`config.mk`:
```
export PLATFORM = sky130hd
export DESIGN_NAME = multi_policy_tick_scheduler
export DESIGN_NICKNAME = d
export VERILOG_FILES = /design/src/hdl/mpts_pkg.sv /design/src/hdl/multi_policy_tick_scheduler.sv /design/src/hdl/mpts_ram.sv /design/src/hdl/mpts_seq.sv
export VERILOG_INCLUDE_DIRS = /design/src /design/src/hdl
export SDC_FILE = /design/constraint.sdc
export NUM_CORES = 2
export LEC_CHECK = 0
export BUFFER_PORTS_ARGS = -buffer_cell sky130_fd_sc_hd__buf_2
export CAP_MARGIN = 20
export CORE_UTILIZATION = 55
export DETAILED_ROUTE_END_ITERATION = 10
export GPL_TIMING_DRIVEN = 0
export PLACE_DENSITY = 0.68
export SLEW_MARGIN = 20
export SYNTH_ARGS = -nofsm -noshare
export SYNTH_HDL_FRONTEND = slang
export SYNTH_SLANG_ARGS = --single-unit
export TNS_END_PERCENT = 10
```
`constraint.sdc`:
```
create_clock -name clk -period 12.6 [get_ports clk]
set_clock_uncertainty 0.15 [all_clocks]
set_input_delay 2.52 -clock clk [delete_from_list [all_inputs] [get_ports clk]]
set_output_delay 2.52 -clock clk [all_outputs]
set_load 0.02 [all_outputs]
```
`src/hdl/multi_policy_tick_scheduler_macros.svh`:
```
// Assertion helpers used by the scheduler sequencer RTL (mpts_seq).
`ifndef MULTI_POLICY_TICK_SCHEDULER_MACROS_SVH
`define MULTI_POLICY_TICK_SCHEDULER_MACROS_SVH
`ifndef NO_ASSERTIONS
`define MPTS_CHECK(lbl, cond, msg) \
  lbl: assert property (@(posedge clk) disable iff (rst) (cond)) else $error(msg);
`define MPTS_IMPLY(lbl, ante, cons, msg) \
  lbl: assert property (@(posedge clk) disable iff (rst) (ante) |-> (cons)) else $error(msg);
`else
`define MPTS_CHECK(lbl, cond, msg)
`define MPTS_IMPLY(lbl, ante, cons, msg)
`endif
`endif

```
`src/hdl/mpts_pkg.sv`:
```
package mpts_pkg;

  localparam int MAX_PROCESSES = 32;
  localparam int IDX_W = $clog2(MAX_PROCESSES);
  localparam int CNT_W = $clog2(MAX_PROCESSES + 1);
  localparam int SUM_W = (CNT_W + 16 > 21) ? CNT_W + 16 : 21;
  localparam int CFG_IDX_W = 2;

  localparam logic [1:0] KIND_CLEAR   = 2'd0;
  localparam logic [1:0] KIND_LOAD    = 2'd1;
  localparam logic [1:0] KIND_RESTART = 2'd2;
  localparam logic [1:0] KIND_TICK    = 2'd3;

  localparam logic [2:0] POL_FCFS      = 3'd0;
  localparam logic [2:0] POL_SJF       = 3'd1;
  localparam logic [2:0] POL_SJF_PRE   = 3'd2;
  localparam logic [2:0] POL_PRIO      = 3'd3;
  localparam logic [2:0] POL_PRIO_PRE  = 3'd4;
  localparam logic [2:0] POL_RR        = 3'd5;

  localparam logic [CFG_IDX_W-1:0] REG_POLICY  = 2'd0;
  localparam logic [CFG_IDX_W-1:0] REG_QUANTUM = 2'd1;

  // process record, arrival in the lowest bits
  typedef struct packed {
    logic [7:0] io_len;
    logic [7:0] io_point;
    logic [3:0] prio;
    logic [7:0] burst;
    logic [7:0] arrival;
  } rec_t;

  // per-slot run state
  typedef struct packed {
    logic [15:0] finish;
    logic        armed;
    logic [7:0]  io_left;
    logic [7:0]  remaining;
  } slot_t;

  typedef struct packed {
    logic        overflow;
    logic [19:0] waiting;
    logic [19:0] turnaround;
    logic [15:0] tick_time;
    logic        all_done;
    logic        idle;
    logic [4:0]  slot;
  } res_t;

  function automatic slot_t slot_init(rec_t r);
    slot_t s;
    s.remaining = r.burst;
    s.io_left   = r.io_len;
    s.armed     = (r.io_point != 8'd0);
    s.finish    = 16'd0;
    return s;
  endfunction

endpackage

```
`src/hdl/multi_policy_tick_scheduler.sv`:
```
// Multi-policy tick scheduler.
// Requests enter on s_tvalid/s_tready; s_tuser carries the kind (clear table,
// load process, restart run, tick) and s_tdata the process record. Only a tick
// request yields a result on m_tvalid/m_tready; the others yield nothing.
// The cfg channel writes policy (index 0) and the round robin quantum (index 1);
// it is always ready. The user must write it only while the block is idle; the
// block itself does not enforce this. A restart rebuilds each slot's run state
// from its record. A tick is worked by one sequencer over single-port reads of
// the slot memories: admission, minimum search over the ready entries, ready
// list compaction and I/O aging of the waiting entries, plus the totals once
// all processes are done. s_tready is low for the whole of that work.
// The result sits in an output register. While the receiver stalls, the block
// keeps taking requests; a later tick holds its result in the sequencer, with
// s_tready low, until the register is free. Reset empties the table and clears
// all counters, sets policy to FCFS and the quantum to 3.
module multi_policy_tick_scheduler import mpts_pkg::*; (
  input  logic                 clk,
  input  logic                 rst,
  input  logic                 s_tvalid,
  output logic                 s_tready,
  input  logic [39:0]          s_tdata,  // arrival, burst_time, prio_level, io_point, io_length
  input  logic [1:0]           s_tuser,  // kind
  output logic                 m_tvalid,
  input  logic                 m_tready,
  output logic [63:0]          m_tdata,  // running_slot, all_done, tick_time, total_turnaround,
                                         // total_waiting, table_overflow
  output logic                 m_tuser,  // idle
  input  logic                 cfg_valid,
  output logic                 cfg_ready,
  input  logic [CFG_IDX_W-1:0] cfg_index,
  input  logic [7:0]           cfg_data
);

  logic [2:0] policy;
  logic [7:0] quantum;
  logic       out_free, res_load;
  res_t       res, res_q;

  assign cfg_ready = 1'b1;

  always_ff @(posedge clk) begin
    if (rst) begin
      policy <= POL_FCFS;
      quantum <= 8'd3;
    end else if (cfg_valid) begin
      case (cfg_index)
        REG_POLICY: policy <= cfg_data[2:0];
        REG_QUANTUM: quantum <= cfg_data;
        default: ;
      endcase
    end
  end

  mpts_seq u_seq (
    .clk(clk),
    .rst(rst),
    .in_valid(s_tvalid),
    .in_ready(s_tready),
    .in_kind(s_tuser),
    .in_rec(rec_t'(s_tdata[$bits(rec_t)-1:0])),
    .policy(policy),
    .quantum(quantum),
    .out_free(out_free),
    .res_load(res_load),
    .res(res)
  );

  assign out_free = !m_tvalid || m_tready;

  always_ff @(posedge clk) begin
    if (rst) begin
      m_tvalid <= 1'b0;
    end else if (res_load) begin
      m_tvalid <= 1'b1;
    end else if (m_tready) begin
      m_tvalid <= 1'b0;
    end
  end

  always_ff @(posedge clk) begin
    if (res_load) res_q <= res;
  end

  assign m_tdata = {1'b0, res_q.overflow, res_q.waiting, res_q.turnaround,
                    res_q.tick_time, res_q.all_done, res_q.slot};
  assign m_tuser = res_q.idle;

endmodule

```
`src/hdl/mpts_ram.sv`:
```
module mpts_ram #(
  parameter int WIDTH = 8,
  parameter int DEPTH = 32
) (
  input  logic                     clk,
  input  logic                     we,
  input  logic [$clog2(DEPTH)-1:0] waddr,
  input  logic [WIDTH-1:0]         wdata,
  input  logic [$clog2(DEPTH)-1:0] raddr,
  output logic [WIDTH-1:0]         rdata
);

  logic [WIDTH-1:0] mem [DEPTH];

  always_ff @(posedge clk) begin
    if (we) begin
      mem[waddr] <= wdata;
    end
    rdata <= mem[raddr];
  end

endmodule

```
`src/hdl/mpts_seq.sv`:
```
`include "multi_policy_tick_scheduler_macros.svh"

module mpts_seq import mpts_pkg::*; (
  input  logic       clk,
  input  logic       rst,
  input  logic       in_valid,
  output logic       in_ready,
  input  logic [1:0] in_kind,
  input  rec_t       in_rec,
  input  logic [2:0] policy,
  input  logic [7:0] quantum,
  input  logic       out_free,
  output logic       res_load,
  output res_t       res
);

  localparam logic [4:0] S_IDLE     = 5'd0;
  localparam logic [4:0] S_INIT_CHK = 5'd1;
  localparam logic [4:0] S_INIT_WR  = 5'd2;
  localparam logic [4:0] S_ADM_CHK  = 5'd3;
  localparam logic [4:0] S_ADM_TST  = 5'd4;
  localparam logic [4:0] S_SEL      = 5'd5;
  localparam logic [4:0] S_MIN_RD   = 5'd6;
  localparam logic [4:0] S_MIN_SLOT = 5'd7;
  localparam logic [4:0] S_MIN_KEY  = 5'd8;
  localparam logic [4:0] S_TAKE     = 5'd9;
  localparam logic [4:0] S_TAKE_GOT = 5'd10;
  localparam logic [4:0] S_SH_RD    = 5'd11;
  localparam logic [4:0] S_SH_WR    = 5'd12;
  localparam logic [4:0] S_AGE_CHK  = 5'd13;
  localparam logic [4:0] S_AGE_SLOT = 5'd14;
  localparam logic [4:0] S_AGE_UPD  = 5'd15;
  localparam logic [4:0] S_RUN_RD   = 5'd16;
  localparam logic [4:0] S_RUN_UPD  = 5'd17;
  localparam logic [4:0] S_DONE_CHK = 5'd18;
  localparam logic [4:0] S_SUM_CHK  = 5'd19;
  localparam logic [4:0] S_SUM_ACC  = 5'd20;
  localparam logic [4:0] S_OUT      = 5'd21;

  localparam logic [CNT_W-1:0] CNT_MAX = CNT_W'(MAX_PROCESSES);
  localparam logic [CNT_W-1:0] CNT_ONE = CNT_W'(1);

  logic [4:0]       state;
  logic [CNT_W-1:0] loaded_cnt, fin_cnt, rdy_cnt, iow_cnt, k, w;
  logic [IDX_W-1:0] run_idx, best_pos, cur_slot;
  logic             run_v, ovf, ran, by_prio, take_last;
  logic [7:0]       slice, best_key;
  logic [15:0]      sim_time;
  logic [SUM_W-1:0] tat_acc, wt_acc;

  // memory ports
  logic             rec_we, st_we, rdy_we, iow_we;
  logic [IDX_W-1:0] rec_waddr, rec_raddr, st_waddr, st_raddr;
  logic [IDX_W-1:0] rdy_waddr, rdy_raddr, iow_waddr, iow_raddr;
  rec_t             rec_wdata, rec_rdata;
  slot_t            st_wdata, st_rdata;
  logic [IDX_W-1:0] rdy_wdata, rdy_rdata, iow_wdata, iow_rdata;

  mpts_ram #(.WIDTH($bits(rec_t)), .DEPTH(MAX_PROCESSES)) u_rec (
    .clk(clk), .we(rec_we), .waddr(rec_waddr), .wdata(rec_wdata),
    .raddr(rec_raddr), .rdata(rec_rdata)
  );
  mpts_ram #(.WIDTH($bits(slot_t)), .DEPTH(MAX_PROCESSES)) u_st (
    .clk(clk), .we(st_we), .waddr(st_waddr), .wdata(st_wdata),
    .raddr(st_raddr), .rdata(st_rdata)
  );
  mpts_ram #(.WIDTH(IDX_W), .DEPTH(MAX_PROCESSES)) u_rdy (
    .clk(clk), .we(rdy_we), .waddr(rdy_waddr), .wdata(rdy_wdata),
    .raddr(rdy_raddr), .rdata(rdy_rdata)
  );
  mpts_ram #(.WIDTH(IDX_W), .DEPTH(MAX_PROCESSES)) u_iow (
    .clk(clk), .we(iow_we), .waddr(iow_waddr), .wdata(iow_wdata),
    .raddr(iow_raddr), .rdata(iow_rdata)
  );

  logic       is_pre, is_nonpre, is_rr, expire, sel_push, rdy_room, iow_room;
  logic       adm_hit, age_release, key_win, run_finish, run_io, done;
  logic [7:0] cur_key, rem_dec, used_io;
  logic [8:0] used;
  logic [15:0] tat;
  logic [CNT_W-1:0] rdy_after;

  assign in_ready  = (state == S_IDLE);
  assign rdy_room  = (rdy_cnt < CNT_MAX);
  assign iow_room  = (iow_cnt < CNT_MAX);
  assign is_pre    = (policy == POL_SJF_PRE) || (policy == POL_PRIO_PRE);
  assign is_nonpre = (policy == POL_SJF) || (policy == POL_PRIO);
  assign is_rr     = (policy == POL_RR);
  assign expire    = run_v && (slice >= quantum);
  assign sel_push  = (is_pre && run_v) || (is_rr && expire);
  assign rdy_after = rdy_cnt + ((sel_push && rdy_room) ? CNT_ONE : '0);
  assign adm_hit   = ({8'd0, rec_rdata.arrival} == sim_time);
  assign age_release = (st_rdata.io_left <= 8'd1);
  assign cur_key   = by_prio ? {4'd0, rec_rdata.prio} : st_rdata.remaining;
  assign key_win   = (k == '0) || (cur_key < best_key) || (take_last && cur_key == best_key);
  assign rem_dec   = (st_rdata.remaining != 8'd0) ? st_rdata.remaining - 8'd1 : 8'd0;
  assign run_finish = (rem_dec == 8'd0);
  assign run_io    = st_rdata.armed && ((rec_rdata.burst - rem_dec) == rec_rdata.io_point);
  assign done      = (fin_cnt >= loaded_cnt);
  assign tat       = (st_rdata.finish > {8'd0, rec_rdata.arrival}) ?
                     st_rdata.finish - {8'd0, rec_rdata.arrival} : 16'd0;
  assign used_io   = ((rec_rdata.io_point != 8'd0) && !st_rdata.armed) ? rec_rdata.io_len : 8'd0;
  assign used      = {1'b0, rec_rdata.burst} + {1'b0, used_io};

  always_comb begin
    rec_we = 1'b0; rec_waddr = '0; rec_wdata = in_rec; rec_raddr = '0;
    st_we = 1'b0;  st_waddr = '0;  st_wdata = slot_init(in_rec); st_raddr = '0;
    rdy_we = 1'b0; rdy_waddr = rdy_cnt[IDX_W-1:0]; rdy_wdata = '0; rdy_raddr = '0;
    iow_we = 1'b0; iow_waddr = '0; iow_wdata = '0; iow_raddr = '0;
    case (state)
      S_IDLE: begin
        if (in_valid && in_kind == KIND_LOAD && loaded_cnt < CNT_MAX) begin
          rec_we = 1'b1;
          rec_waddr = loaded_cnt[IDX_W-1:0];
          st_we = 1'b1;
          st_waddr = loaded_cnt[IDX_W-1:0];
        end
      end
      S_INIT_CHK, S_ADM_CHK: rec_raddr = k[IDX_W-1:0];
      S_INIT_WR: begin
        st_we = 1'b1;
        st_waddr = k[IDX_W-1:0];
        st_wdata = slot_init(rec_rdata);
      end
      S_ADM_TST: begin
        rdy_we = adm_hit && rdy_room;
        rdy_wdata = k[IDX_W-1:0];
      end
      S_SEL: begin
        rdy_we = sel_push && rdy_room;
        rdy_wdata = run_idx;
      end
      S_MIN_RD: rdy_raddr = k[IDX_W-1:0];
      S_MIN_SLOT: begin
        rec_raddr = rdy_rdata;
        st_raddr = rdy_rdata;
      end
      S_TAKE: rdy_raddr = best_pos;
      S_SH_RD: rdy_raddr = IDX_W'(k + CNT_ONE);
      S_SH_WR: begin
        rdy_we = 1'b1;
        rdy_waddr = k[IDX_W-1:0];
        rdy_wdata = rdy_rdata;
      end
      S_AGE_CHK: iow_raddr = k[IDX_W-1:0];
      S_AGE_SLOT: st_raddr = iow_rdata;
      S_AGE_UPD: begin
        st_we = 1'b1;
        st_waddr = cur_slot;
        st_wdata = st_rdata;
        if (age_release) begin
          st_wdata.io_left = 8'd0;
          rdy_we = rdy_room;
          rdy_wdata = cur_slot;
        end else begin
          st_wdata.io_left = st_rdata.io_left - 8'd1;
          iow_we = 1'b1;
          iow_waddr = w[IDX_W-1:0];
          iow_wdata = cur_slot;
        end
      end
      S_RUN_RD: begin
        rec_raddr = run_idx;
        st_raddr = run_idx;
      end
      S_RUN_UPD: begin
        st_we = 1'b1;
        st_waddr = run_idx;
        st_wdata = st_rdata;
        st_wdata.remaining = rem_dec;
        if (run_finish) begin
          st_wdata.finish = sim_time;
        end else if (run_io) begin
          st_wdata.armed = 1'b0;
          iow_we = iow_room;
          iow_waddr = iow_cnt[IDX_W-1:0];
          iow_wdata = run_idx;
        end
      end
      S_SUM_CHK: begin
        rec_raddr = k[IDX_W-1:0];
        st_raddr = k[IDX_W-1:0];
      end
      default: ;
    endcase
  end

  always_ff @(posedge clk) begin
    if (rst) begin
      state <= S_IDLE;
      loaded_cnt <= '0; fin_cnt <= '0; rdy_cnt <= '0; iow_cnt <= '0;
      k <= '0; w <= '0;
      run_idx <= '0; run_v <= 1'b0; slice <= 8'd0; sim_time <= 16'd0;
      ovf <= 1'b0; ran <= 1'b0;
      best_pos <= '0; best_key <= 8'd0; cur_slot <= '0;
      by_prio <= 1'b0; take_last <= 1'b0;
      tat_acc <= '0; wt_acc <= '0;
    end else begin
      case (state)
        S_IDLE: begin
          if (in_valid) begin
            case (in_kind)
              KIND_CLEAR, KIND_RESTART: begin
                if (in_kind == KIND_CLEAR) begin
                  loaded_cnt <= '0;
                  ovf <= 1'b0;
                end
                sim_time <= 16'd0;
                rdy_cnt <= '0; iow_cnt <= '0; fin_cnt <= '0;
                run_idx <= '0; run_v <= 1'b0; slice <= 8'd0;
                k <= '0;
                state <= S_INIT_CHK;
              end
              KIND_LOAD: begin
                if (loaded_cnt < CNT_MAX) begin
                  loaded_cnt <= loaded_cnt + CNT_ONE;
                end else begin
                  ovf <= 1'b1;
                end
              end
              default: begin
                ran <= 1'b0;
                tat_acc <= '0;
                wt_acc <= '0;
                k <= '0;
                state <= (fin_cnt < loaded_cnt) ? S_ADM_CHK : S_DONE_CHK;
              end
            endcase
          end
        end
        S_INIT_CHK: state <= (k < loaded_cnt) ? S_INIT_WR : S_IDLE;
        S_INIT_WR: begin
          k <= k + CNT_ONE;
          state <= S_INIT_CHK;
        end
        S_ADM_CHK: state <= (k < loaded_cnt) ? S_ADM_TST : S_SEL;
        S_ADM_TST: begin
          if (adm_hit && rdy_room) begin
            rdy_cnt <= rdy_cnt + CNT_ONE;
          end
          k <= k + CNT_ONE;
          state <= S_ADM_CHK;
        end
        S_SEL: begin
          rdy_cnt <= rdy_after;
          k <= '0;
          w <= '0;
          best_pos <= '0;
          by_prio <= (policy == POL_PRIO) || (policy == POL_PRIO_PRE);
          take_last <= is_pre;
          state <= S_AGE_CHK;
          if (is_pre) begin
            run_v <= 1'b0;
            if (rdy_after != '0) state <= S_MIN_RD;
          end else if (is_nonpre) begin
            if (!run_v && rdy_cnt != '0) state <= S_MIN_RD;
          end else if (is_rr) begin
            if (expire) begin
              run_v <= 1'b0;
              slice <= 8'd0;
            end
            if ((!run_v || expire) && rdy_after != '0) state <= S_TAKE;
          end else begin
            if (!run_v && rdy_cnt != '0) state <= S_TAKE;
          end
        end
        S_MIN_RD: state <= S_MIN_SLOT;
        S_MIN_SLOT: state <= S_MIN_KEY;
        S_MIN_KEY: begin
          if (key_win) begin
            best_pos <= k[IDX_W-1:0];
            best_key <= cur_key;
          end
          if (k + CNT_ONE < rdy_cnt) begin
            k <= k + CNT_ONE;
            state <= S_MIN_RD;
          end else begin
            state <= S_TAKE;
          end
        end
        S_TAKE: state <= S_TAKE_GOT;
        S_TAKE_GOT: begin
          run_idx <= rdy_rdata;
          run_v <= 1'b1;
          if (is_rr) slice <= 8'd0;
          k <= CNT_W'(best_pos);
          if (CNT_W'(best_pos) + CNT_ONE < rdy_cnt) begin
            state <= S_SH_RD;
          end else begin
            rdy_cnt <= rdy_cnt - CNT_ONE;
            k <= '0;
            w <= '0;
            state <= S_AGE_CHK;
          end
        end
        S_SH_RD: state <= S_SH_WR;
        S_SH_WR: begin
          // close the gap one entry at a time
          if (k + CNT_W'(2) < rdy_cnt) begin
            k <= k + CNT_ONE;
            state <= S_SH_RD;
          end else begin
            rdy_cnt <= rdy_cnt - CNT_ONE;
            k <= '0;
            w <= '0;
            state <= S_AGE_CHK;
          end
        end
        S_AGE_CHK: begin
          if (k < iow_cnt) begin
            state <= S_AGE_SLOT;
          end else begin
            iow_cnt <= w;
            state <= S_RUN_RD;
          end
        end
        S_AGE_SLOT: begin
          cur_slot <= iow_rdata;
          state <= S_AGE_UPD;
        end
        S_AGE_UPD: begin
          if (age_release) begin
            if (rdy_room) rdy_cnt <= rdy_cnt + CNT_ONE;
          end else begin
            w <= w + CNT_ONE;
          end
          k <= k + CNT_ONE;
          state <= S_AGE_CHK;
        end
        S_RUN_RD: begin
          if (sim_time != 16'hFFFF) sim_time <= sim_time + 16'd1;
          state <= run_v ? S_RUN_UPD : S_DONE_CHK;
        end
        S_RUN_UPD: begin
          ran <= 1'b1;
          cur_slot <= run_idx;
          if (slice != 8'hFF) slice <= slice + 8'd1;
          if (run_finish) begin
            fin_cnt <= fin_cnt + CNT_ONE;
            run_v <= 1'b0;
            slice <= 8'd0;
          end else if (run_io) begin
            if (iow_room) iow_cnt <= iow_cnt + CNT_ONE;
            run_v <= 1'b0;
            slice <= 8'd0;
          end
          state <= S_DONE_CHK;
        end
        S_DONE_CHK: begin
          k <= '0;
          state <= done ? S_SUM_CHK : S_OUT;
        end
        S_SUM_CHK: state <= (k < loaded_cnt) ? S_SUM_ACC : S_OUT;
        S_SUM_ACC: begin
          tat_acc <= tat_acc + SUM_W'(tat);
          if (tat > {7'd0, used}) begin
            wt_acc <= wt_acc + SUM_W'(tat - {7'd0, used});
          end
          k <= k + CNT_ONE;
          state <= S_SUM_CHK;
        end
        S_OUT: begin
          if (out_free) state <= S_IDLE;
        end
        default: state <= S_IDLE;
      endcase
    end
  end

  assign res_load = (state == S_OUT) && out_free;

  always_comb begin
    res.slot       = ran ? 5'(cur_slot) : 5'd0;
    res.idle       = !ran;
    res.all_done   = done;
    res.tick_time  = sim_time;
    res.turnaround = (|tat_acc[SUM_W-1:20]) ? 20'hFFFFF : tat_acc[19:0];
    res.waiting    = (|wt_acc[SUM_W-1:20]) ? 20'hFFFFF : wt_acc[19:0];
    res.overflow   = ovf;
  end

  `MPTS_CHECK(a_rdy_bound, rdy_cnt <= CNT_MAX, "ready list count out of range")
  `MPTS_CHECK(a_iow_bound, iow_cnt <= CNT_MAX, "io wait count out of range")
  `MPTS_CHECK(a_fin_bound, fin_cnt <= loaded_cnt, "finished count passed loaded count")
  `MPTS_IMPLY(a_run_slot, run_v, CNT_W'(run_idx) < loaded_cnt, "running slot not loaded")
  `MPTS_IMPLY(a_res_state, res_load, state == S_OUT, "result loaded outside output step")

endmodule

```
==> results.txt <==
outcome: completed
first-pass GRT wire length: 519 mm
worst relative slew slack: 14.7%
initial antenna violation count: 22
R2R Setup Slk: 5.21 ns
Placed Instance Area: 0.127 sq mm
Clock power frac: 34.7%
critical path data arrival time: 8.08 ns
met2 wire length: 164 mm
Port Buffers: 118
pwr dens: 180 mW/mm^2
synthesized area per cell: 13.2 sq um
Post-synth EDFFs: 2,592
cts bufs inserted: 302
Synth async-reset ratio: 0%
Reg-to-Reg Start: u_seq.u_st.rdata[17]$_DFF_P_
largest net degree at the start of global routing: 34
FF-to-FF path depth: 29
DR iter-0 viols: 10.8k
Tot GR Track Use: 32.7%
DRT antenna net count: 0
CP peak stage delay: 0.45 ns
register area share after synthesis: 69.2%
Setup TNS Final: 0 ns
uppermost layer routed: met5
switching share of power: 29.4%
htree depth: 5
via count: 81.7k
Resized Gates After CTS: 0
vias in the first global route: 77.4k
area of the mapped netlist: 0.119 sq mm
total gr overflow: 0
Initial Util: 55.4%
clock buffer depth: 4
layout net count: 9,789
Final Cycle Share: 58.7%
endpoints failing setup: 0
P_int: 17.2 mW
Final Max Tran Viols: 0
Worst Setup EP: u_seq.wt_acc[21]$_SDFFE_PP0P_
GPL Wtd Cong: 1.02
die area: 0.218 sq mm
CTS clk-pin slew, worst paths: 0.06 ns
fmax: 135 MHz
leakage: 44.5 nW
Routed met1 length: 138 mm
actual slew at the worst max-slew pin: 1.26 ns
Syn Inst Count: 9,050
Placeable Area: 0.215 sq mm
DR WL met3: 38.6 mm
total of warnings raised by yosys: 0
Die W: 467 um
worst skew pair latency: 0.98 ns
Worst path slowest cell: fa_1
Hold Fails Final Rpt: 0
worst-path fanout max: 10
CTS tree: done
Finished Core Util: 63.3%
Worst EP required: 13.29 ns
Tot Pwr: 24.4 mW
part of the power in combinational logic: 20.8%
sequential power share: 44.5%
Peak VDD IR: 0.243 mV
Post-CTS Repair Setup Buffers: 0
CTS hold repair buffers: 0
Synth Flop Type: edfxtp_1
Total Wirelength: 362 mm
CP endpoint kind: register
min-delay worst type: register to register
fraction of layout cells with a size suffix above 1: 10.9%
clock root buffer: clkbuf_16
DRC: 0
WS Path Type: register to register
Critical Path Source Type: register
Top Ports: 125
FP Rows: 170
most used cell, CP: a21oi_1
crit path launch: u_seq.u_st.rdata[17]$_DFF_P_
synthesized net count: 9,252
Period minus WS final: 7.39 ns
hold path start: u_seq.sim_time[6]$_SDFFE_PP0P_
clk sinks: 2,820
Routed WL per cell: 28.6 um
RSZ-0062 raised after global routing: false
drt first pass iters: 9
DIE HEIGHT: 467 um
area grow syn2layout: 14.1%
Final Cell Area: 0.136 sq mm
Final HPWL DP: 255 mm
net switching power figure: 7.18 mW
post-synth cell types: 106
Synth Register Bits: 2,820
R2R Path End: u_seq.wt_acc[21]$_SDFFE_PP0P_
vias per inst: 6.46
max cap viols: 0
==> flip-flops by register name, indices dropped and copies added (netlist names), 8 cells and up <==
| name | cells |
|---|---|
| m_tdata | 63 |
| quantum | 8 |
| u_seq.best_key | 8 |
| u_seq.sim_time | 16 |
| u_seq.slice | 8 |
| u_seq.tat_acc | 22 |
| u_seq.u_iow.mem | 160 |
| u_seq.u_rdy.mem | 160 |
| u_seq.u_rec.mem | 1152 |
| u_seq.u_rec.rdata | 36 |
| u_seq.u_st.mem | 1056 |
| u_seq.u_st.rdata | 33 |
| u_seq.wt_acc | 22 |
==> area by class of cell <==
class,count,area [sq um]
Antenna cell,10,25.0
Buffer,642,2770
Clock buffer,382,8020
Clock inverter,141,1200
Fill cell,15900,78900
Inverter,112,420
Multi-Input combinational cell,5476,34400
Sequential cell,2820,82400
Tap cell,2838,3550
Timing Repair Buffer,233,3150
==> worst min-delay path by stage <==
stage | end | slack, ns | depth (start not counted)
floorplan | m_tdata[12]$_DFFE_PP_ | 0.26 | 0
global placement | m_tdata[12]$_DFFE_PP_ | 0.27 | 0
detailed placement | m_tdata[12]$_DFFE_PP_ | 0.27 | 0
CTS | m_tdata[12]$_DFFE_PP_ | 0.28 | 0
global route | m_tdata[12]$_DFFE_PP_ | 0.30 | 0
finish | m_tdata[12]$_DFFE_PP_ | 0.29 | 0
==> power groups by stage <==
| stage | logic (mW) | clock network, mW | registers, mW |
|---|---|---|---|
| floorplan | 2.93 | 0 | 11.0 |
| global route | 5.35 | 8.87 | 10.9 |
| global placement | 4.54 | 0 | 11.1 |
| finish | 5.09 | 8.47 | 10.9 |
| detailed placement | 4.93 | 0 | 11.0 |
| CTS | 4.95 | 8.52 | 10.8 |
==> cells in the mapped netlist, types with 17 or more instances <==
| master | n | area, sq um |
|---|---|---|
| a211o_1 | 41 | 359 |
| and2_1 | 97 | 607 |
| o21ai_0 | 133 | 666 |
| xor2_1 | 53 | 464 |
| xnor2_1 | 67 | 587 |
| a21o_1 | 76 | 571 |
| nand4_1 | 44 | 275 |
| dfxtp_1 | 228 | 4560 |
| a22o_1 | 24 | 210 |
| nand3_1 | 366 | 1830 |
| buf_1 | 37 | 139 |
| nor4_1 | 43 | 269 |
| and2_0 | 87 | 544 |
| o211ai_1 | 38 | 285 |
| inv_1 | 110 | 413 |
| nand2b_1 | 19 | 119 |
| mux2i_1 | 44 | 440 |
| a311oi_1 | 418 | 3660 |
| a211oi_1 | 573 | 4300 |
| edfxtp_1 | 2592 | 77800 |
| o31ai_1 | 48 | 360 |
| buf_2 | 171 | 856 |
| nor3_1 | 95 | 475 |
| o21a_1 | 25 | 188 |
| a21oi_1 | 223 | 1120 |
| nand2_1 | 1600 | 6010 |
| buf_4 | 19 | 143 |
| mux4_2 | 30 | 676 |
| and3_1 | 23 | 144 |
| nor2b_1 | 306 | 1910 |
| ha_1 | 138 | 1730 |
| clkbuf_1 | 406 | 1520 |
| nor2_1 | 288 | 1080 |
| a31oi_1 | 169 | 1060 |
| o311ai_0 | 27 | 236 |
| a221oi_1 | 17 | 149 |
| or3_1 | 100 | 626 |
| a22oi_1 | 26 | 195 |
==> layout by cell type, fill, tap and decap left out, drive strengths merged, types with 69 or more instances in the layout <==
master	count
ha	138
edfxtp	2592
a311oi	418
o21ai	140
a211oi	574
nand3	366
dfxtp	228
a31oi	169
xnor2	69
nor3	99
inv	117
clkinv	108
and2	184
nand2	1602
clkbuf	788
a21o	76
buf	469
nor2b	307
a21oi	224
nor2	291
or3	102
==> per-layer routing <==
layer | up-vias | GRT usage (%)
met5 | - | 0
met3 | 920 | 7.28
li1 | 35800 | -
met4 | 4 | 17.4
met2 | 4859 | 50.4
met1 | 40200 | 43.4
==> through the flow <==
step                      std cells  setup WS, ns  hold slack, ns
after detailed placement      12100          5.45           0.269
final                         12700          5.21           0.286
after CTS                     12600          5.39           0.284
after global routing          12600          4.81           0.303
after global placement        12000          4.42           0.272
after floorplan                9050          6.58           0.256
==> cells by family (layout without fill, tap and decap cells) <==
| family | after synthesis | in the layout | synth area share, % |
|---|---|---|---|
| xor+xnor | 122 | 122 | 0.919 |
| other cells | 2 | 12 | 0.00631 |
| fa+ha+maj | 146 | 146 | 1.58 |
| buf+inv | 754 | 1510 | 2.67 |
| simple gates | 3138 | 3138 | 12.2 |
| mux | 83 | 83 | 1.02 |
| compound gates | 1985 | 1985 | 12.4 |
| flops | 2820 | 2820 | 69.2 |
==> worst max-delay path, delay by kind of cell, from the launching register on <==
| family | cells | cell delay, ns |
|---|---|---|
| adders and majority gates | 5 | 1.51 |
| xor gates and xnor gates | 2 | 0.34 |
| buffers and inverters | 5 | 0.63 |
| AOI/OAI and AO/OA | 13 | 3.42 |
| and+or+nand+nor | 3 | 0.67 |
| DFF | 1 | 0.32 |
| muxes | 1 | 0.21 |
Power figures use the tool's default switching activity.
